`config.mk`:
```
export PLATFORM = sky130hd
export DESIGN_NAME = nearest_neighbor_rgb565_downscaler_core
export DESIGN_NICKNAME = d
export VERILOG_FILES = /design/src/rtl/core/nnd_pkg.sv /design/src/rtl/core/nnd_cfg.sv /design/src/rtl/core/nnd_select.sv /design/src/rtl/core/nearest_neighbor_rgb565_downscaler_core.sv
export SDC_FILE = /design/constraint.sdc
export NUM_CORES = 1
export LEC_CHECK = 0
export BUFFER_PORTS_ARGS = -buffer_cell sky130_fd_sc_hd__buf_2
export CAP_MARGIN = 5
export CORE_MARGIN = 1.5
export CORE_UTILIZATION = 60
export DETAILED_ROUTE_END_ITERATION = 10
export GPL_ROUTABILITY_DRIVEN = 0
export GPL_TIMING_DRIVEN = 0
export PLACE_DENSITY = 0.79
export SYNTH_ARGS = -nofsm -noshare
export SYNTH_HDL_FRONTEND = slang
export SYNTH_SLANG_ARGS = --single-unit
```
`constraint.sdc`:
```
create_clock -name clk -period 17.6 [get_ports clk]
set_clock_uncertainty 0.05 [all_clocks]
set_input_delay 2.64 -clock clk [delete_from_list [all_inputs] [get_ports clk]]
set_output_delay 2.64 -clock clk [all_outputs]
set_load 0.05 [all_outputs]
```
`src/rtl/core/nnd_pkg.sv`:
```
// shared types, register codes and helpers for the nearest-neighbor rgb565 downscaler
package nnd_pkg;

  localparam int CFG_W   = 11;  // configuration register width
  localparam int CFG_IDX = 2;   // configuration index width
  localparam int POS_W   = 10;  // destination position field width
  localparam int LEVEL_W = 16;  // q0.16 channel level width

  localparam logic [CFG_IDX-1:0] REG_SOURCE_WIDTH  = 2'd0;
  localparam logic [CFG_IDX-1:0] REG_SOURCE_HEIGHT = 2'd1;
  localparam logic [CFG_IDX-1:0] REG_TARGET_WIDTH  = 2'd2;
  localparam logic [CFG_IDX-1:0] REG_TARGET_HEIGHT = 2'd3;

  localparam logic [CFG_W-1:0] RST_SOURCE_WIDTH  = 11'd320;
  localparam logic [CFG_W-1:0] RST_SOURCE_HEIGHT = 11'd240;
  localparam logic [CFG_W-1:0] RST_TARGET_WIDTH  = 11'd96;
  localparam logic [CFG_W-1:0] RST_TARGET_HEIGHT = 11'd96;

  // selection outcome for the pixel in the input register
  typedef struct packed {
    logic             hit;
    logic [POS_W-1:0] column;
    logic [POS_W-1:0] row;
    logic             last;
  } nnd_sel_t;

  // round(v * 65536 / 255): 65536 = 255 * 257 + 1, so the quotient is
  // 257 * v plus one when v + 127 reaches 255, i.e. when v >= 128
  function automatic logic [LEVEL_W-1:0] q16_level(input logic [7:0] v);
    logic [LEVEL_W-1:0] rep;
    rep = {v, v};
    return rep + LEVEL_W'(v[7]);
  endfunction

endpackage

```
`src/rtl/core/nnd_cfg.sv`:
```
// configuration registers with size clamping for the downscaler
module nnd_cfg #(
  parameter int MAX_DIM = 1024
) (
  input  logic                          clk,
  input  logic                          rst,
  input  logic                          cfg_write,
  input  logic [nnd_pkg::CFG_IDX-1:0]   cfg_index,
  input  logic [nnd_pkg::CFG_W-1:0]     cfg_data,
  output logic [$clog2(MAX_DIM+1)-1:0]  src_w,
  output logic [$clog2(MAX_DIM+1)-1:0]  src_h,
  output logic [$clog2(MAX_DIM+1)-1:0]  dst_w,
  output logic [$clog2(MAX_DIM+1)-1:0]  dst_h
);

  localparam int CW = $clog2(MAX_DIM + 1);
  localparam int EW = (CW > nnd_pkg::CFG_W) ? CW : nnd_pkg::CFG_W;

  logic [nnd_pkg::CFG_W-1:0] source_width;
  logic [nnd_pkg::CFG_W-1:0] source_height;
  logic [nnd_pkg::CFG_W-1:0] target_width;
  logic [nnd_pkg::CFG_W-1:0] target_height;
  logic [CW-1:0]             tw_lim;
  logic [CW-1:0]             th_lim;

  // zero acts as one, anything above the maximum acts as the maximum
  function automatic logic [CW-1:0] clamp_dim(input logic [nnd_pkg::CFG_W-1:0] v);
    logic [EW-1:0] ve;
    ve = EW'(v);
    if (ve == '0) begin
      return CW'(1);
    end else if (ve > EW'(MAX_DIM)) begin
      return CW'(MAX_DIM);
    end else begin
      return CW'(ve);
    end
  endfunction

  always_ff @(posedge clk) begin
    if (rst) begin
      source_width  <= nnd_pkg::RST_SOURCE_WIDTH;
      source_height <= nnd_pkg::RST_SOURCE_HEIGHT;
      target_width  <= nnd_pkg::RST_TARGET_WIDTH;
      target_height <= nnd_pkg::RST_TARGET_HEIGHT;
    end else if (cfg_write) begin
      case (cfg_index)
        nnd_pkg::REG_SOURCE_WIDTH:  source_width  <= cfg_data;
        nnd_pkg::REG_SOURCE_HEIGHT: source_height <= cfg_data;
        nnd_pkg::REG_TARGET_WIDTH:  target_width  <= cfg_data;
        nnd_pkg::REG_TARGET_HEIGHT: target_height <= cfg_data;
        default: ;
      endcase
    end
  end

  always_comb begin
    src_w  = clamp_dim(source_width);
    src_h  = clamp_dim(source_height);
    tw_lim = clamp_dim(target_width);
    th_lim = clamp_dim(target_height);
    // no upscaling: target never exceeds source
    dst_w  = (tw_lim > src_w) ? src_w : tw_lim;
    dst_h  = (th_lim > src_h) ? src_h : th_lim;
  end

endmodule

```
`src/rtl/core/nnd_select.sv`:
```
// raster counters and running products that pick the nearest source pixel
module nnd_select #(
  parameter int MAX_DIM = 1024
) (
  input  logic                          clk,
  input  logic                          rst,
  input  logic                          step,
  input  logic [$clog2(MAX_DIM+1)-1:0]  src_w,
  input  logic [$clog2(MAX_DIM+1)-1:0]  src_h,
  input  logic [$clog2(MAX_DIM+1)-1:0]  dst_w,
  input  logic [$clog2(MAX_DIM+1)-1:0]  dst_h,
  output nnd_pkg::nnd_sel_t             sel
);

  localparam int CW   = $clog2(MAX_DIM + 1);
  localparam int PW   = 2 * CW;
  localparam int SUMW = PW + 1;
  localparam int XW   = (CW > nnd_pkg::POS_W) ? CW : nnd_pkg::POS_W;

  logic [CW-1:0] src_col, src_col_next;
  logic [CW-1:0] src_row, src_row_next;
  logic [CW-1:0] dst_col, dst_col_next;
  logic [CW-1:0] dst_row, dst_row_next;
  logic [PW-1:0] col_src, col_src_next;   // src_col * dst_w
  logic [PW-1:0] col_tgt, col_tgt_next;   // dst_col * src_w
  logic [PW-1:0] row_src, row_src_next;   // src_row * dst_h
  logic [PW-1:0] row_tgt, row_tgt_next;   // dst_row * src_h

  logic          col_hit;
  logic          row_hit;
  logic          col_end;
  logic          row_end;
  logic [XW-1:0] col_ext;
  logic [XW-1:0] row_ext;

  always_comb begin
    // destination c sits in source column sc when c*SW < (sc+1)*DW
    col_hit = (dst_col < dst_w) &&
              (SUMW'(col_tgt) < SUMW'(col_src) + SUMW'(dst_w));
    row_hit = (dst_row < dst_h) &&
              (SUMW'(row_tgt) < SUMW'(row_src) + SUMW'(dst_h));
    col_end = src_col >= src_w - CW'(1);
    row_end = src_row >= src_h - CW'(1);

    col_ext    = XW'(dst_col);
    row_ext    = XW'(dst_row);
    sel.hit    = col_hit && row_hit;
    sel.column = col_ext[nnd_pkg::POS_W-1:0];
    sel.row    = row_ext[nnd_pkg::POS_W-1:0];
    sel.last   = (dst_row == dst_h - CW'(1)) && (dst_col == dst_w - CW'(1));

    src_col_next = src_col;
    src_row_next = src_row;
    dst_col_next = dst_col;
    dst_row_next = dst_row;
    col_src_next = col_src;
    col_tgt_next = col_tgt;
    row_src_next = row_src;
    row_tgt_next = row_tgt;

    if (col_hit) begin
      dst_col_next = dst_col + CW'(1);
      col_tgt_next = col_tgt + PW'(src_w);
    end

    if (col_end) begin
      src_col_next = '0;
      dst_col_next = '0;
      col_src_next = '0;
      col_tgt_next = '0;
      if (row_hit) begin
        dst_row_next = dst_row + CW'(1);
        row_tgt_next = row_tgt + PW'(src_h);
      end
      if (row_end) begin
        src_row_next = '0;
        dst_row_next = '0;
        row_src_next = '0;
        row_tgt_next = '0;
      end else begin
        src_row_next = src_row + CW'(1);
        row_src_next = row_src + PW'(dst_h);
      end
    end else begin
      src_col_next = src_col + CW'(1);
      col_src_next = col_src + PW'(dst_w);
    end
  end

  always_ff @(posedge clk) begin
    if (rst) begin
      src_col <= '0;
      src_row <= '0;
      dst_col <= '0;
      dst_row <= '0;
      col_src <= '0;
      col_tgt <= '0;
      row_src <= '0;
      row_tgt <= '0;
    end else if (step) begin
      src_col <= src_col_next;
      src_row <= src_row_next;
      dst_col <= dst_col_next;
      dst_row <= dst_row_next;
      col_src <= col_src_next;
      col_tgt <= col_tgt_next;
      row_src <= row_src_next;
      row_tgt <= row_tgt_next;
    end
  end

`ifndef SYNTHESIS
  a_hold_when_idle: assert property (@(posedge clk) disable iff (rst)
    !step |=> $stable(src_col) && $stable(src_row) && $stable(dst_col) && $stable(dst_row))
    else $error("selection counters moved without a step");

  a_line_wrap: assert property (@(posedge clk) disable iff (rst)
    step && col_end |=> src_col == '0 && dst_col == '0 && col_src == '0 && col_tgt == '0)
    else $error("column state not cleared at end of line");

  a_col_advance: assert property (@(posedge clk) disable iff (rst)
    step && !col_end |=> src_col == $past(src_col) + CW'(1)
                         && col_src == $past(col_src) + PW'($past(dst_w)))
    else $error("source column or its product did not advance");
`endif

endmodule

```
`src/rtl/core/nearest_neighbor_rgb565_downscaler_core.sv`:
```
// top level of the nearest-neighbor rgb565 downscaler with q0.16 channel output
//
//   channel  direction  handshake            payload
//   in       sink       in_valid/in_ready    pixel_rgb565
//   out      source     out_valid/out_ready  red/green/blue_level, out_column, out_row,
//                                            frame_last
//   cfg      sink       cfg_write            cfg_index, cfg_data
//
// one item per clock when not stalled; selected pixels pass the input and result registers
// the pace is set by the input register feeding the result register, nothing iterates
// pixels that fall between selected positions only advance the counters and give no result
// rst clears the counters, products, valid flags and loads the default 320x240 -> 96x96 sizes
// a stalled result holds in the output register; the input register keeps accepting as long
// as its own item can move on, so in_ready follows out_ready through one gate
module nearest_neighbor_rgb565_downscaler_core #(
  parameter int MAX_DIM = 1024
) (
  input  logic                              clk,
  input  logic                              rst,
  // configuration
  input  logic                              cfg_write,
  input  logic [nnd_pkg::CFG_IDX-1:0]       cfg_index,
  input  logic [nnd_pkg::CFG_W-1:0]         cfg_data,
  // source pixels
  input  logic                              in_valid,
  output logic                              in_ready,
  input  logic [15:0]                       pixel_rgb565,
  // destination pixels
  output logic                              out_valid,
  input  logic                              out_ready,
  output logic [nnd_pkg::LEVEL_W-1:0]       red_level,
  output logic [nnd_pkg::LEVEL_W-1:0]       green_level,
  output logic [nnd_pkg::LEVEL_W-1:0]       blue_level,
  output logic [nnd_pkg::POS_W-1:0]         out_column,
  output logic [nnd_pkg::POS_W-1:0]         out_row,
  output logic                              frame_last
);

  localparam int CW = $clog2(MAX_DIM + 1);

  // effective sizes after clamping
  logic [CW-1:0]     src_w;
  logic [CW-1:0]     src_h;
  logic [CW-1:0]     dst_w;
  logic [CW-1:0]     dst_h;

  // input register
  logic              s1_valid;
  logic [15:0]       s1_pixel;
  logic              s1_go;
  logic              out_free;

  nnd_pkg::nnd_sel_t sel;

  logic [7:0]        red8;
  logic [7:0]        green8;
  logic [7:0]        blue8;

  nnd_cfg #(
    .MAX_DIM (MAX_DIM)
  ) u_cfg (
    .clk       (clk),
    .rst       (rst),
    .cfg_write (cfg_write),
    .cfg_index (cfg_index),
    .cfg_data  (cfg_data),
    .src_w     (src_w),
    .src_h     (src_h),
    .dst_w     (dst_w),
    .dst_h     (dst_h)
  );

  nnd_select #(
    .MAX_DIM (MAX_DIM)
  ) u_select (
    .clk   (clk),
    .rst   (rst),
    .step  (s1_go),
    .src_w (src_w),
    .src_h (src_h),
    .dst_w (dst_w),
    .dst_h (dst_h),
    .sel   (sel)
  );

  // the result register can take a new value when empty or being drained
  assign out_free = !out_valid || out_ready;
  // the pixel in the input register is consumed every time the result side can take it,
  // whether or not it is selected
  assign s1_go    = s1_valid && out_free;
  assign in_ready = !s1_valid || s1_go;

  always_ff @(posedge clk) begin
    if (rst) begin
      s1_valid <= 1'b0;
    end else if (in_ready) begin
      s1_valid <= in_valid;
    end
  end

  always_ff @(posedge clk) begin
    if (in_valid && in_ready) begin
      s1_pixel <= pixel_rgb565;
    end
  end

  // unpack 5/6/5 fields to 8-bit levels
  always_comb begin
    red8   = {s1_pixel[15:11], 3'b000};
    green8 = {s1_pixel[10:5], 2'b00};
    blue8  = {s1_pixel[4:0], 3'b000};
  end

  // result register
  always_ff @(posedge clk) begin
    if (rst) begin
      out_valid <= 1'b0;
    end else if (out_free) begin
      out_valid <= s1_valid && sel.hit;
    end
  end

  always_ff @(posedge clk) begin
    if (s1_go && sel.hit) begin
      red_level   <= nnd_pkg::q16_level(red8);
      green_level <= nnd_pkg::q16_level(green8);
      blue_level  <= nnd_pkg::q16_level(blue8);
      out_column  <= sel.column;
      out_row     <= sel.row;
      frame_last  <= sel.last;
    end
  end

`ifndef SYNTHESIS
  a_load_from_hit: assert property (@(posedge clk) disable iff (rst)
    $rose(out_valid) |-> $past(s1_valid && sel.hit))
    else $error("result appeared without a selected pixel");

  a_ready_when_empty: assert property (@(posedge clk) disable iff (rst)
    !s1_valid |-> in_ready)
    else $error("input refused while the input register is empty");

  a_stall_holds_pixel: assert property (@(posedge clk) disable iff (rst)
    s1_valid && !out_free |=> s1_valid && $stable(s1_pixel))
    else $error("pending pixel lost during an output stall");
`endif

endmodule

```
==> run metrics <==
die area between 0.02 and 0.03 mm²; Async SR Flop Fraction 0%; initial core utilization ~61%; Tightest Pin Transition 1.07 ns; insertion delay to the later sink of the worst-skew pair between 0.5 and 0.6 ns; Final period util 50.6%; fin crit period 8.91 ns; vias in the first global route 13400; fraction of layout cells with a size suffix above 1 a little over a tenth; Root Driver clkbuf_16; Clock Pin Slew Worst Setup and Hold Paths ~0.060 ns; CTS tree done; Mapped Cells roughly 1800; Post-CTS Hold Buffers 0; startpoint types register; RSZ-0062 raised after global routing false; final hold vios 0; Clock Power Share 37.8%; DP HPWL around 32000 µm; post-synthesis register bit count about 230; worst-case clock buffer depth 3; slowest stage delay, CP between 0.9 and 1 ns; Worst VDD drop between 0.09 and 0.1 mV; Initial DRC Count ~1200; Sink Count 231; DRT antenna net count 0; Seq pwr share 41.0%; largest net degree at the start of global routing 26; CP Capture Type register; Total GRT Usage approximately a third; IO Count around 110; Rel. slew slack approximately 28%; initial antenna violation count 0; Ant. Diodes 0; register area share after synthesis roughly a third; Post-synth EDFFs 53; Worst Setup Path Type reg2reg; Final Non-Filler Cells 2286; Post-CTS Setup Bufs 0; Port-buffer cells between 90 and 100; residual DRC count 0; Highest Clock Rate about 0.11 GHz; Req. time, crit path 17.77 ns; Main synth FF type dfxtp_1; Syn-to-layout area delta 11.6%; NetSw approximately 0.44 mW; Pleak about 7.5 nW; first-pass GRT wire length 67600 µm; Switching Share a little under a third; pwr dens 82.7 mW/mm²; Max-Cap Viols 0; chip height roughly 160 µm; Worst Path Max Fanout 25; placed cell count between 2000 and 2500; CP arrival approximately 9 ns; vias about 14000; largest cells by area after synthesis dfxtp_1 23%, ha_1 13%, edfxtp_1 10%, nand2_1 5.3%, a21oi_1 5.2%; nets between 2000 and 2500; routed len/inst approximately 19 µm; count of final max-slew check failures 0; synthesized area about 0.015 mm²; CP max stage cell nor4b_1; Avg Inst Size Synth about 8.5 µm²; Yosys top cell area share between 20% and 30%; PostCTS Resize Cnt 0; status completed; drt total wl 42500 µm; # H-tree levels 1; fillers between 2000 and 2500; Core Rows 58; CTS buffer count 26; Hold WC Path Type reg2reg; Gate power share about a fifth; Yosys warning count 0; core box area 0.0251 mm²; setup total negative slack 0 ns; grt total ovfl 0; Via density roughly 6.1; synth unique cells 82; P_int 0.971 mW; largest area contributor in the netlist dfxtp_1; DRT Pass-1 Iters 5; Setup Viol. Count Final 0; die width between 150 and 200 µm
state kept, by name, indices dropped and copies added (netlist names):
register	flops
s1_valid	1
u_cfg.source_width	11
out_row	10
u_cfg.source_height	11
u_select.src_col	11
u_select.col_tgt	22
u_cfg.target_height	11
out_column	10
s1_pixel	16
u_select.dst_row	11
blue_level	5
green_level	6
u_cfg.target_width	11
u_select.row_src	22
u_select.col_ext	11
red_level	5
u_select.src_row	11
u_select.col_src	22
frame_last	1
out_valid	1
u_select.row_tgt	22
final timing paths:
path | from | end | slack, ns | cells after the start
max | u_cfg.source_height[6] | out_column[5] | 8.69 | 32
min | s1_pixel[6] | green_level[11] | 0.37 | 0
max reg2reg | u_cfg.source_height[6] | out_column[5] | 8.69 | 32
min reg2reg | s1_pixel[6] | green_level[11] | 0.37 | 0
cell usage in the layout, fill, tap and decap left out, types with 53 or more instances in the layout:
| cell type | n |
|---|---|
| a21oi_1 | 160 |
| buf_2 | 102 |
| clkbuf_1 | 55 |
| dfxtp_1 | 178 |
| edfxtp_1 | 53 |
| ha_1 | 160 |
| inv_1 | 97 |
| nand2_1 | 216 |
| nor2_1 | 128 |
| o21ai_0 | 66 |
| xnor2_1 | 72 |
power groups by stage:
stage                     logic (mW)  registers, mW  clock network, mW
after floorplan                0.185          0.624                  0
after global placement         0.285          0.591                  0
after detailed placement       0.294          0.590                  0
after CTS                      0.297          0.579              0.538
after global routing           0.324          0.581              0.560
final                          0.300          0.579              0.534
layout make-up:
cell class | instances | area (µm²) | area share [%]
sequential | 231 | 5150 | 30.2
timing repair buffer | 93 | 480 | 2.81
inverter | 98 | 368 | 2.15
clock inverter | 13 | 97.6 | 0.571
buffer | 97 | 508 | 2.97
tap | 330 | 413 | 2.42
multi-input combinational | 1389 | 9340 | 54.6
clock buffer | 35 | 736 | 4.30
cells by family after synthesis:
logic type | synth area share, %
and+or+nand+nor | 20.0
AOI/OAI and AO/OA | 19.3
DFF | 33.7
buffers and inverters | 5.72
adders and majority gates | 13.6
xor gates and xnor gates | 7.03
muxes | 0.686
other | 0.0245
cells in the mapped netlist, types with 8 or more instances:
cell        n
nand2_1   216
dfxtp_1   178
a21oi_1   160
ha_1      160
nor2_1    129
inv_1      97
xnor2_1    72
o21ai_0    66
edfxtp_1   53
nand3_1    52
xor2_1     51
clkbuf_1   50
a21o_1     45
nor3_1     39
buf_4      33
nand4_1    30
a22o_1     24
nor2b_1    24
and3_1     23
or3_1      22
a211oi_1   21
nand3b_1   21
nand2b_1   18
o21a_1     16
o21bai_1   16
a31oi_1    15
o211ai_1   15
nor4_1     14
or4_1      11
buf_2      10
and2_1      8
per-layer routing:
layer | GRT usage [%] | part of all wire, %
met1 | 40.3 | 41
met2 | 54.9 | 47
met3 | 4.56 | 7.7
met4 | 12.8 | 3.7
met5 | 0 | 0
through the flow:
step	power [mW]	hold slack (ns)	instance area [µm²]	util (%)	worst slack [ns]
6_report	1.41	0.368	17100	68.1	8.69
2_1_floorplan	0.809	0.350	15400	-	9.53
3_5_place_dp	0.885	0.355	16300	64.8	8.91
5_1_grt	1.47	0.377	17100	68.1	7.96
4_1_cts	1.41	0.370	17100	68.1	8.86
3_3_place_gp	0.876	0.350	16200	64.6	7.14
critical path: cells and delay by family (launching register included):
family	cells	cell delay [ns]
xor gates and xnor gates	1	0.24
DFF	1	0.34
AOI/OAI and AO/OA	12	2.63
buffers and inverters	4	1.02
adders and majority gates	3	0.85
and+or+nand+nor	12	3.42
(Power assumes the default switching activity.)
